**src/hdl/sm4_pkg.sv**
```systemverilog
// sm4_pkg: shared types, codes, s-box table and round function for the sm4 engine
// no dependencies; imported by sm4_ctrl, sm4_dpath and the top unit (sm4_ram does not use it)
package sm4_pkg;

    localparam int NUM_ROUNDS   = 32;
    localparam int ROUND_W      = $clog2(NUM_ROUNDS);
    localparam int CFG_INDEX_W  = 2;
    localparam int CFG_DATA_W   = 64;

    localparam logic OP_LOAD_KEY = 1'b0;
    localparam logic OP_BLOCK    = 1'b1;

    localparam logic MODE_ECB    = 1'b0;
    localparam logic MODE_CTR32  = 1'b1;

    localparam logic [CFG_INDEX_W-1:0] CFG_MODE    = 2'd0;
    localparam logic [CFG_INDEX_W-1:0] CFG_IV_HIGH = 2'd1;
    localparam logic [CFG_INDEX_W-1:0] CFG_IV_LOW  = 2'd2;

    typedef struct packed {
        logic                operation;
        logic [ROUND_W-1:0]  key_index;
        logic [31:0]         key_word;
        logic [63:0]         block_high;
        logic [63:0]         block_low;
    } sm4_in_t;

    typedef struct packed {
        logic [63:0] result_high;
        logic [63:0] result_low;
    } sm4_out_t;

    typedef struct packed {
        logic start;
        logic round;
        logic load_out;
    } sm4_cmd_t;

    localparam logic [7:0] SBOX [256] = '{
        8'hd6,8'h90,8'he9,8'hfe,8'hcc,8'he1,8'h3d,8'hb7,8'h16,8'hb6,8'h14,8'hc2,8'h28,8'hfb,8'h2c,8'h05,
        8'h2b,8'h67,8'h9a,8'h76,8'h2a,8'hbe,8'h04,8'hc3,8'haa,8'h44,8'h13,8'h26,8'h49,8'h86,8'h06,8'h99,
        8'h9c,8'h42,8'h50,8'hf4,8'h91,8'hef,8'h98,8'h7a,8'h33,8'h54,8'h0b,8'h43,8'hed,8'hcf,8'hac,8'h62,
        8'he4,8'hb3,8'h1c,8'ha9,8'hc9,8'h08,8'he8,8'h95,8'h80,8'hdf,8'h94,8'hfa,8'h75,8'h8f,8'h3f,8'ha6,
        8'h47,8'h07,8'ha7,8'hfc,8'hf3,8'h73,8'h17,8'hba,8'h83,8'h59,8'h3c,8'h19,8'he6,8'h85,8'h4f,8'ha8,
        8'h68,8'h6b,8'h81,8'hb2,8'h71,8'h64,8'hda,8'h8b,8'hf8,8'heb,8'h0f,8'h4b,8'h70,8'h56,8'h9d,8'h35,
        8'h1e,8'h24,8'h0e,8'h5e,8'h63,8'h58,8'hd1,8'ha2,8'h25,8'h22,8'h7c,8'h3b,8'h01,8'h21,8'h78,8'h87,
        8'hd4,8'h00,8'h46,8'h57,8'h9f,8'hd3,8'h27,8'h52,8'h4c,8'h36,8'h02,8'he7,8'ha0,8'hc4,8'hc8,8'h9e,
        8'hea,8'hbf,8'h8a,8'hd2,8'h40,8'hc7,8'h38,8'hb5,8'ha3,8'hf7,8'hf2,8'hce,8'hf9,8'h61,8'h15,8'ha1,
        8'he0,8'hae,8'h5d,8'ha4,8'h9b,8'h34,8'h1a,8'h55,8'had,8'h93,8'h32,8'h30,8'hf5,8'h8c,8'hb1,8'he3,
        8'h1d,8'hf6,8'he2,8'h2e,8'h82,8'h66,8'hca,8'h60,8'hc0,8'h29,8'h23,8'hab,8'h0d,8'h53,8'h4e,8'h6f,
        8'hd5,8'hdb,8'h37,8'h45,8'hde,8'hfd,8'h8e,8'h2f,8'h03,8'hff,8'h6a,8'h72,8'h6d,8'h6c,8'h5b,8'h51,
        8'h8d,8'h1b,8'haf,8'h92,8'hbb,8'hdd,8'hbc,8'h7f,8'h11,8'hd9,8'h5c,8'h41,8'h1f,8'h10,8'h5a,8'hd8,
        8'h0a,8'hc1,8'h31,8'h88,8'ha5,8'hcd,8'h7b,8'hbd,8'h2d,8'h74,8'hd0,8'h12,8'hb8,8'he5,8'hb4,8'hb0,
        8'h89,8'h69,8'h97,8'h4a,8'h0c,8'h96,8'h77,8'h7e,8'h65,8'hb9,8'hf1,8'h09,8'hc5,8'h6e,8'hc6,8'h84,
        8'h18,8'hf0,8'h7d,8'hec,8'h3a,8'hdc,8'h4d,8'h20,8'h79,8'hee,8'h5f,8'h3e,8'hd7,8'hcb,8'h39,8'h48
    };

    // byte-wise s-box followed by the linear transform
    function automatic logic [31:0] t_transform(input logic [31:0] a);
        logic [31:0] b;
        b = {SBOX[a[31:24]], SBOX[a[23:16]], SBOX[a[15:8]], SBOX[a[7:0]]};
        return b ^ {b[29:0], b[31:30]} ^ {b[21:0], b[31:22]}
                 ^ {b[13:0], b[31:14]} ^ {b[7:0], b[31:8]};
    endfunction

endpackage

```
**src/hdl/sm4_ram.sv**
```systemverilog
// sm4_ram: generic simple dual-port ram, one write and one registered read port
// no dependencies
module sm4_ram #(
    parameter int WIDTH = 32,
    parameter int DEPTH = 32
) (
    input  logic                     clk,
    input  logic                     we,
    input  logic [$clog2(DEPTH)-1:0] waddr,
    input  logic [WIDTH-1:0]         wdata,
    input  logic [$clog2(DEPTH)-1:0] raddr,
    output logic [WIDTH-1:0]         rdata
);

    logic [WIDTH-1:0] mem [DEPTH];

    always_ff @(posedge clk)
    begin
        if (we)
        begin
            mem[waddr] <= wdata;
        end
        rdata <= mem[raddr];
    end

endmodule

```
**src/hdl/sm4_ctrl.sv**
```systemverilog
// sm4_ctrl: state machine sequencing key loads, 32 rounds and result hand-off
// depends on sm4_pkg
module sm4_ctrl (
    input  logic                    clk,
    input  logic                    rst_n,
    input  logic                    req_valid,
    output logic                    req_ready,
    input  logic                    req_operation,
    output logic                    rsp_valid,
    input  logic                    rsp_ready,
    output logic                    key_we,
    output logic [sm4_pkg::ROUND_W-1:0] key_raddr,
    output sm4_pkg::sm4_cmd_t       cmd
);
    import sm4_pkg::*;

    typedef enum logic [2:0] {
        ST_IDLE   = 3'b001,
        ST_ROUND  = 3'b010,
        ST_FINISH = 3'b100
    } state_t;

    state_t             state_reg, state_next;
    logic [ROUND_W-1:0] round_reg, round_next;
    logic               rsp_valid_reg, rsp_valid_next;
    logic               req_accept;
    logic               last_round;

    assign req_ready  = (state_reg == ST_IDLE);
    assign req_accept = req_valid && req_ready;
    assign last_round = (round_reg == ROUND_W'(NUM_ROUNDS - 1));
    assign rsp_valid  = rsp_valid_reg;
    assign key_we     = req_accept && (req_operation == OP_LOAD_KEY);

    always_comb
    begin
        state_next     = state_reg;
        round_next     = round_reg;
        rsp_valid_next = rsp_valid_reg && !rsp_ready;
        cmd            = '0;
        key_raddr      = '0;
        unique case (state_reg)
            ST_IDLE:
            begin
                if (req_accept && (req_operation == OP_BLOCK))
                begin
                    cmd.start  = 1'b1;
                    round_next = '0;
                    state_next = ST_ROUND;
                end
            end
            ST_ROUND:
            begin
                cmd.round  = 1'b1;
                key_raddr  = round_reg + 1'b1;
                round_next = round_reg + 1'b1;
                if (last_round)
                begin
                    state_next = ST_FINISH;
                end
            end
            ST_FINISH:
            begin
                if (!rsp_valid_reg || rsp_ready)
                begin
                    cmd.load_out   = 1'b1;
                    rsp_valid_next = 1'b1;
                    state_next     = ST_IDLE;
                end
            end
            default:
            begin
                state_next = ST_IDLE;
            end
        endcase
    end

    always_ff @(posedge clk or negedge rst_n)
    begin
        if (!rst_n)
        begin
            state_reg     <= ST_IDLE;
            round_reg     <= '0;
            rsp_valid_reg <= 1'b0;
        end
        else
        begin
            state_reg     <= state_next;
            round_reg     <= round_next;
            rsp_valid_reg <= rsp_valid_next;
        end
    end

    a_last_round_finish: assert property (@(posedge clk) disable iff (!rst_n)
        (state_reg == ST_ROUND) && last_round |=> (state_reg == ST_FINISH))
        else $error("round sequence did not end after the last round");

    a_no_overwrite: assert property (@(posedge clk) disable iff (!rst_n)
        cmd.load_out |-> (!rsp_valid_reg || rsp_ready))
        else $error("pending result overwritten");

    a_block_starts: assert property (@(posedge clk) disable iff (!rst_n)
        req_accept && (req_operation == OP_BLOCK) |=>
            (state_reg == ST_ROUND) && (round_reg == '0))
        else $error("block word did not start at round zero");

    a_busy_no_accept: assert property (@(posedge clk) disable iff (!rst_n)
        (state_reg == ST_ROUND) |-> !req_ready && !key_we)
        else $error("input taken while rounds in progress");

endmodule

```
**src/hdl/sm4_dpath.sv**
```systemverilog
// sm4_dpath: configuration registers, counter, round state and result register
// depends on sm4_pkg
module sm4_dpath (
    input  logic                            clk,
    input  logic                            rst_n,
    input  logic                            cfg_we,
    input  logic [sm4_pkg::CFG_INDEX_W-1:0] cfg_index,
    input  logic [sm4_pkg::CFG_DATA_W-1:0]  cfg_wdata,
    input  sm4_pkg::sm4_in_t                req_word,
    input  logic [31:0]                     round_key,
    input  sm4_pkg::sm4_cmd_t               cmd,
    output sm4_pkg::sm4_out_t               rsp_word
);
    import sm4_pkg::*;

    logic         mode_reg;
    logic [63:0]  iv_high_reg;
    logic [63:0]  iv_low_reg;
    logic [31:0]  ctr_reg, ctr_next;
    logic [31:0]  x0_reg, x1_reg, x2_reg, x3_reg;
    logic [127:0] mask_reg;
    logic [127:0] out_reg;
    logic [31:0]  new_word;

    assign new_word = x0_reg ^ t_transform(x1_reg ^ x2_reg ^ x3_reg ^ round_key);

    always_comb
    begin
        ctr_next = ctr_reg;
        if (cfg_we && (cfg_index == CFG_IV_LOW))
        begin
            ctr_next = cfg_wdata[31:0];
        end
        else if (cmd.start && (mode_reg == MODE_CTR32))
        begin
            ctr_next = ctr_reg + 32'd1;
        end
    end

    always_ff @(posedge clk or negedge rst_n)
    begin
        if (!rst_n)
        begin
            mode_reg    <= MODE_ECB;
            iv_high_reg <= '0;
            iv_low_reg  <= '0;
            ctr_reg     <= '0;
        end
        else
        begin
            ctr_reg <= ctr_next;
            if (cfg_we)
            begin
                unique case (cfg_index)
                    CFG_MODE:    mode_reg    <= cfg_wdata[0];
                    CFG_IV_HIGH: iv_high_reg <= cfg_wdata;
                    CFG_IV_LOW:  iv_low_reg  <= cfg_wdata;
                    default:     ;
                endcase
            end
        end
    end

    always_ff @(posedge clk)
    begin
        if (cmd.start)
        begin
            if (mode_reg == MODE_CTR32)
            begin
                x0_reg   <= iv_high_reg[63:32];
                x1_reg   <= iv_high_reg[31:0];
                x2_reg   <= iv_low_reg[63:32];
                x3_reg   <= ctr_reg;
                mask_reg <= {req_word.block_high, req_word.block_low};
            end
            else
            begin
                x0_reg   <= req_word.block_high[63:32];
                x1_reg   <= req_word.block_high[31:0];
                x2_reg   <= req_word.block_low[63:32];
                x3_reg   <= req_word.block_low[31:0];
                mask_reg <= '0;
            end
        end
        else if (cmd.round)
        begin
            x0_reg <= x1_reg;
            x1_reg <= x2_reg;
            x2_reg <= x3_reg;
            x3_reg <= new_word;
        end
        if (cmd.load_out)
        begin
            // output words in reversed order
            out_reg <= {x3_reg, x2_reg, x1_reg, x0_reg} ^ mask_reg;
        end
    end

    assign rsp_word.result_high = out_reg[127:64];
    assign rsp_word.result_low  = out_reg[63:0];

endmodule

```
**src/hdl/sm4_block_cipher_ecb_ctr32_unit.sv**
```systemverilog
// sm4_block_cipher_ecb_ctr32_unit: sm4 encryption engine, ecb or ctr32, 32 stored round keys
// depends on sm4_pkg, sm4_ram, sm4_ctrl, sm4_dpath
//
//  channel  | signals                        | word
//  ---------+--------------------------------+--------------------------------
//  req      | req_valid, req_ready, req_word | key load or 128-bit block
//  rsp      | rsp_valid, rsp_ready, rsp_word | 128-bit result, one per block
//  cfg      | cfg_we, cfg_index, cfg_wdata   | mode, iv_high, iv_low writes
//
// a key load is written to the key store when accepted; a block goes through accept, 32 rounds, hand-off
// one round per cycle, set by the single round unit and one key read per cycle
// the result register lets the next word in while a result waits on rsp_ready
// a finished block waits in hand-off until the previous result is taken
// reset clears control, mode, iv and counter; the key store is not cleared
module sm4_block_cipher_ecb_ctr32_unit (
    input  logic                            clk,
    input  logic                            rst_n,
    input  logic                            req_valid,
    output logic                            req_ready,
    input  sm4_pkg::sm4_in_t                req_word,
    output logic                            rsp_valid,
    input  logic                            rsp_ready,
    output sm4_pkg::sm4_out_t               rsp_word,
    input  logic                            cfg_we,
    input  logic [sm4_pkg::CFG_INDEX_W-1:0] cfg_index,
    input  logic [sm4_pkg::CFG_DATA_W-1:0]  cfg_wdata
);
    import sm4_pkg::*;

    sm4_cmd_t           cmd;
    logic               key_we;
    logic [ROUND_W-1:0] key_raddr;
    logic [31:0]        round_key;

    sm4_ctrl u_ctrl (
        .clk           (clk),
        .rst_n         (rst_n),
        .req_valid     (req_valid),
        .req_ready     (req_ready),
        .req_operation (req_word.operation),
        .rsp_valid     (rsp_valid),
        .rsp_ready     (rsp_ready),
        .key_we        (key_we),
        .key_raddr     (key_raddr),
        .cmd           (cmd)
    );

    sm4_ram #(
        .WIDTH (32),
        .DEPTH (NUM_ROUNDS)
    ) u_key_ram (
        .clk   (clk),
        .we    (key_we),
        .waddr (req_word.key_index),
        .wdata (req_word.key_word),
        .raddr (key_raddr),
        .rdata (round_key)
    );

    sm4_dpath u_dpath (
        .clk       (clk),
        .rst_n     (rst_n),
        .cfg_we    (cfg_we),
        .cfg_index (cfg_index),
        .cfg_wdata (cfg_wdata),
        .req_word  (req_word),
        .round_key (round_key),
        .cmd       (cmd),
        .rsp_word  (rsp_word)
    );

endmodule
```
**config.mk**
```make
export PLATFORM = sky130hd
export DESIGN_NAME = sm4_block_cipher_ecb_ctr32_unit
export DESIGN_NICKNAME = d
export VERILOG_FILES = /design/src/hdl/sm4_pkg.sv /design/src/hdl/sm4_ram.sv /design/src/hdl/sm4_ctrl.sv /design/src/hdl/sm4_dpath.sv /design/src/hdl/sm4_block_cipher_ecb_ctr32_unit.sv
export SDC_FILE = /design/constraint.sdc
export NUM_CORES = 2
export LEC_CHECK = 0
export ABC_AREA = 1
export BUFFER_PORTS_ARGS = -buffer_cell sky130_fd_sc_hd__buf_4
export CAP_MARGIN = 20
export CORE_MARGIN = 1.5
export CORE_UTILIZATION = 37
export CTS_CLUSTER_SIZE = 10
export DETAILED_ROUTE_END_ITERATION = 7
export SETUP_SLACK_MARGIN = 0.15
export SLEW_MARGIN = 20
export SYNTH_ARGS = -nofsm -noshare
export SYNTH_HDL_FRONTEND = slang
export SYNTH_SLANG_ARGS = --single-unit
```
**constraint.sdc**
```tcl
create_clock -name clk -period 8.5 [get_ports clk]
set_clock_uncertainty 0.15 [all_clocks]
set_input_delay 0 -clock clk [delete_from_list [all_inputs] [get_ports clk]]
set_output_delay 0 -clock clk [all_outputs]
set_load 0.05 [all_outputs]
```
After elaboration in Yosys (flattened, before gate mapping). Memories as Yosys holds them, arrays and structs flattened. A register that Yosys moved wholly into a read port is not among the register bits. Index checks and enable logic that the tools add are counted.

Output and inout port bits: 130. Bits in read-only memories: 8192. RAM bits: 1024. Bits in registers: 554. Memories: 5.

Reduce and logical (&&, ||, !) cells: 18. Bitwise operators: 14. $lt $le $gt $ge: 4. Add/sub/neg operators: 2. Equality and inequality tests: 9. Mux-type cells: 38.

Memories: (no name shown) (depth 256, bits a word 8, rd ports 1, clocked after Yosys merged registers in 0, write ports 0, RTL line sm4_pkg.sv:61) `b = {SBOX[a[31:24]], SBOX[a[23:16]], SBOX[a[15:8]], SBOX[a[7:0]]};`; (no name shown) (depth 256, bits a word 8, rd ports 1, clocked after Yosys merged registers in 0, write ports 0, RTL line sm4_pkg.sv:61); (no name shown) (depth 256, bits a word 8, rd ports 1, clocked after Yosys merged registers in 0, write ports 0, RTL line sm4_pkg.sv:61); (no name shown) (depth 256, bits a word 8, rd ports 1, clocked after Yosys merged registers in 0, write ports 0, RTL line sm4_pkg.sv:61); u_key_ram.mem (depth 32, bits a word 32, rd ports 1, clocked after Yosys merged registers in 1, write ports 1, RTL line sm4_ram.sv:15) `logic [WIDTH-1:0] mem [DEPTH];`.

Operators with widths (count): $mux W32 (14); $xor A32 B32 Y32 (8); $xor A128 B128 Y128 (1); $mux W8 (8); $ge A9 B9 Y1 const B (4); $not A8 Y9 (4); $add A32 B1 Y32 const B (1); $mux W5 (2); $pmux W5 S2 (1); $mux W1 (9); $mux W3 (3); $pmux W3 S3 (1); $reduce_and A2 Y1 (4); $logic_and A1 B1 Y1 (6); $reduce_bool A2 Y1 (3); $add A5 B1 Y5 const B (1); $eq A5 B5 Y1 const B (1); $ne A2 B1 Y1 const B (2); $eq A3 B1 Y1 const B (1); $eq A3 B2 Y1 const B (1); $eq A3 B3 Y1 const B (1); $reduce_and A3 Y1 (1); $eq A2 B1 Y1 const B (1); $eq A2 B2 Y1 const B (1); other kinds (5) (6).

Logic depth before layout (Yosys ltp).
Word-level depth: 14. Gate-level depth with buffers: 29.

Hierarchy. Synthesis repeated with hierarchy kept, for this count alone.

Cell total of the unflattened synthesis: 9233. Area total of the unflattened synthesis: 81697.1 µm².

Modules (own cells, without submodules): sm4_ram (times used 1, area each 42405.7 µm², cells each 3536); sm4_dpath (times used 1, area each 38753.4 µm², cells each 5630); sm4_ctrl (times used 1, area each 538.0 µm², cells each 67).

Worst setup path before layout. Ideal clock, no wire load.

Path type: register to register. From: reg u_ctrl.rsp_valid_reg (netlist: u_ctrl.rsp_valid). To: reg u_dpath.out_reg[0] (netlist: u_dpath.rsp_word[0]), enable pin. Buffers on the path: 0. Arrival time: 6.043 ns. Stages on the path, launching flop included: 4. Library setup time: 0.619 ns. Slack: 1.688 ns. Period minus slack after synthesis: 6.812 ns. Cells stage by stage: dfrtp_1 inv_1 nor2_1 nor2_1.

RTL lines: from (decl) (RTL line sm4_ctrl.sv:25) `logic rsp_valid_reg, rsp_valid_next;`; from (signal assigned) (RTL line sm4_ctrl.sv:90) `rsp_valid_reg <= rsp_valid_next;`; to (signal assigned) (RTL line sm4_dpath.sv:95) `out_reg <= {x3_reg, x2_reg, x1_reg, x0_reg} ^ mask_reg;`; to (decl) (RTL line sm4_dpath.sv:22) `logic [127:0] out_reg;`.

Worst setup path after layout.
From: reg u_ctrl.state_reg[2]. To: reg u_key_ram.rdata[1] (read register of u_key_ram.mem).

Cells in the longest elaborated chain, start to end: 2.

Ends and longest elaborated chain: from (decl) (RTL line sm4_ctrl.sv:23) `state_t state_reg, state_next;`; from (signal assigned) (RTL line sm4_ctrl.sv:88) `state_reg <= state_next;`; $eq A3 B2 Y1 (RTL line sm4_ctrl.sv:42) `unique case (state_reg)`; $mux W5 (RTL line sm4_ctrl.sv:42); to (decl) (RTL line sm4_ram.sv:12) `output logic [WIDTH-1:0] rdata`.

No other way between the ends. A chain may end at the register's enable or synchronous reset.

==> impl_metrics.csv <==
group,metric,value,unit
timing,drv_slew,0,
timing,max-slew-margin-rel,26.7,%
layout,postLayoutCoreUtil,44.5,%
global_routing,first_global_vias,65400,
layout,final_cell_mix,"nand2_1, edfxtp_1, nand3_1, nor2_1, inv_1",
synthesis,synth_edf_count,1408,
synthesis,synthTopCellsByArea,"edfxtp_1, nand2_1, nand3_1",
layout,largest_register_ffs,1024,
clock_tree,cts_made_buffers,184,
layout,drive_gt1_share,9.98,%
global_routing,grt_first_pass_wirelength,448000,um
floorplanning,start_util,37.3,%
clock_tree,cts_tree,"done",
timing,period_needed,5.31,ns
critical_path,start_kind,"flop",
critical_path,reg2reg_depth,12,
layout,nNetsFinal,9466,
worst_hold_path,holdCritPathClass,"input pin to flop",
synthesis,ys_async_sr_fraction,8.75,%
floorplanning,die_area,220000,um^2
synthesis,ys_types,51,
floorplanning,core_area,215000,um^2
placed_design,gp_congestion,0.994,
global_routing,antenna_found_initial,15,
clock_tree,htree_levels,4,
routing,drc_errors,1,
global_routing,grt_max_degree,181,
synthesis,post-synth-top-area-cell,"edfxtp_1",
clock_tree,cts_max_path_buffers,3,
routing,drtIter0Drc,7946,
worst_hold_path,worstHoldStart,"cfg_wdata[4]",
synthesis,synth_nets,8847,
routing,vias_per_cell,5.63,
timing,setup_viol,0,
placed_design,port_buffers,366,
layout,syn2layout_area_growth,19.4,%
floorplanning,die_y,469,um
critical_path,path_max_fanout,88,
critical_path,crit_type,"flop to flop",
routing,wl_per_cell,25.7,um
status,status,"complete, but fails checks",
critical_path,reg2reg_from,"u_ctrl.state_reg[2]$_DFFE_PN0P_",
synthesis,avgSynthCellArea,9.36,um^2
placed_design,dp_hpwl,199000,um
worst_hold_path,hold_depth,4,
routing,ant_nets,0,
timing,tns,0,ns
timing,rsz0062_at_grt,"no",
floorplanning,ios,367,
global_routing,grt_overflow,0,
critical_path,r2r-end,"u_key_ram.rdata[1]$_DFF_P_",
status,violations,"DRC",
timing,tightest_slew,1.10,ns
timing,period_share,62.5,%
floorplanning,die_w,469,um
critical_path,reg2reg_slack,3.19,ns
floorplanning,rows,170,
synthesis,syn_inst,8569,
synthesis,seq_area_frac_synth,57.8,%
timing,clock.fmax,188,MHz
clock_tree,clk_pin_slew,0.06,ns
layout,final_common_cell,"nand2_1",
synthesis,ys_warn_count,0,
clock_tree,root_buffer,"clkbuf_16",
global_routing,grt_use_total,27.6,%
critical_path,critPathCaptureType,"flop",
critical_path,required,8.98,ns
timing,finalHoldViolCount,0,
layout,n_fill_cell,20300,
synthesis,ys_seq_elements,1578,
routing,wl,312000,um
synthesis,synthesis.area,80200,um^2
run,cap_violations,0,
worst_hold_path,hold_end,"u_dpath.iv_high_reg[4]$_DFFE_PN0P_",
synthesis,yosys_most_used_dff,"edfxtp_1",
routing,vias,68400,
clock_tree,cts.sinks,1578,
routing,dr.pass1.iters,8,
clock_tree,clock_latency,0.87,ns
clock_tree,cts_resized,0,
critical_path,crit_arrival,5.79,ns
synthesis,yosysTopAreaCellShare,52.7,%
[area by class of cell]
type	count	area, um^2	area share (%)
Multi-Input combinational cell	5914	29800	31.1
Clock inverter	30	624	0.652
Sequential cell	1578	46400	48.4
Antenna cell	10	25.0	0.0261
Inverter	570	2160	2.26
Tap cell	2838	3550	3.71
Clock buffer	265	4960	5.18
Timing Repair Buffer	940	8300	8.67
[Yosys cell counts, types with 4 or more instances]
| cell | n |
|---|---|
| nor2_2 | 17 |
| o311ai_0 | 127 |
| nand3_2 | 13 |
| buf_2 | 121 |
| buf_4 | 54 |
| o221ai_1 | 27 |
| nor2_4 | 10 |
| nand4_1 | 24 |
| a31oi_1 | 32 |
| nand2_1 | 2050 |
| xor2_2 | 5 |
| clkbuf_1 | 292 |
| o21ai_0 | 419 |
| xor2_1 | 177 |
| buf_1 | 24 |
| buf_6 | 14 |
| ha_1 | 41 |
| nand2_4 | 13 |
| nand3b_1 | 9 |
| dfrtp_1 | 137 |
| dfxtp_1 | 32 |
| inv_2 | 31 |
| nand2_2 | 56 |
| xnor2_1 | 27 |
| edfxtp_1 | 1408 |
| nand3_1 | 1170 |
| nor2_1 | 1091 |
| or2_2 | 4 |
| o211ai_1 | 155 |
| o21ai_1 | 5 |
| o32ai_1 | 128 |
| a21oi_1 | 59 |
| inv_1 | 538 |
| o31ai_1 | 96 |
| o21bai_1 | 128 |
| nor3_1 | 16 |
[stage by stage]
stage	cells	hold slack [ns]	setup slack (ns)	cell area, um^2
after global placement	11400	-0.176	2.69	85500
after CTS	12100	0.000289	3.37	95800
after floorplan	8569	-0.446	1.69	80200
after global routing	12100	0.0283	3.08	95700
after detailed placement	11400	-0.173	3.45	85500
final	12100	0.0280	3.19	95800
[layer usage]
metal / global-route usage [%] / wire length, um / vias to the layer above
li1: - / - / 30900
met1: 37.3 / 131000 / 33500
met2: 44.1 / 143000 / 3261
met3: 4.21 / 23200 / 672
met4: 11.7 / 14500 / 4
met5: 0.476 / 118 / -
[worst max-delay path: stages, from the launching register on]
cell and delay, ns:
dfrtp_1 0.41, nor3_4 0.32, inv_2 0.18, nor2_4 0.23
buf_4 0.51, buf_4 0.63, buf_4 0.88, nor2_1 0.07
o311ai_0 0.34, o211ai_1 0.15, nand2_1 0.15, nor2_1 0.09
a31oi_2 0.81
[repair_timing]
| item | 4_1_cts | 5_1_grt |
|---|---|---|
| hold endpoints to repair | 1722 | 0 |
| setup buffers | 0 | 0 |
| hold buffers | 463 | 0 |
[how the worst max path moves through the flow]
| stage | from | to | slack, ns | depth (start not counted) |
|---|---|---|---|---|
| 2_1_floorplan | u_ctrl.rsp_valid$_DFF_PN0_ | u_dpath.rsp_word[0]$_DFFE_PP_ | 1.69 | 3 |
| 3_3_place_gp | u_ctrl.state_reg[2]$_DFFE_PN0P_ | u_key_ram.rdata[2]$_DFF_P_ | 2.69 | 12 |
| 3_5_place_dp | u_ctrl.state_reg[2]$_DFFE_PN0P_ | u_key_ram.rdata[1]$_DFF_P_ | 3.45 | 12 |
| 4_1_cts | u_ctrl.state_reg[2]$_DFFE_PN0P_ | u_key_ram.rdata[1]$_DFF_P_ | 3.37 | 12 |
| 5_1_grt | u_ctrl.state_reg[2]$_DFFE_PN0P_ | u_key_ram.rdata[1]$_DFF_P_ | 3.08 | 12 |
| 6_report | u_ctrl.state_reg[2]$_DFFE_PN0P_ | u_key_ram.rdata[1]$_DFF_P_ | 3.19 | 12 |
[cell families after synthesis]
family,share of synthesized area [%]
buffers and inverters,5.64
flip-flops,57.8
AND/OR/NAND/NOR,23.5
AO/OA/AOI/OAI,9.94
multiplexers,0.0140
adder cells (fa/ha/maj),0.639
XOR/XNOR,2.40
Power is left out: the tool's default activity adds up to more than one toggle a clock period on the data nets, which glitch-free logic cannot reach.
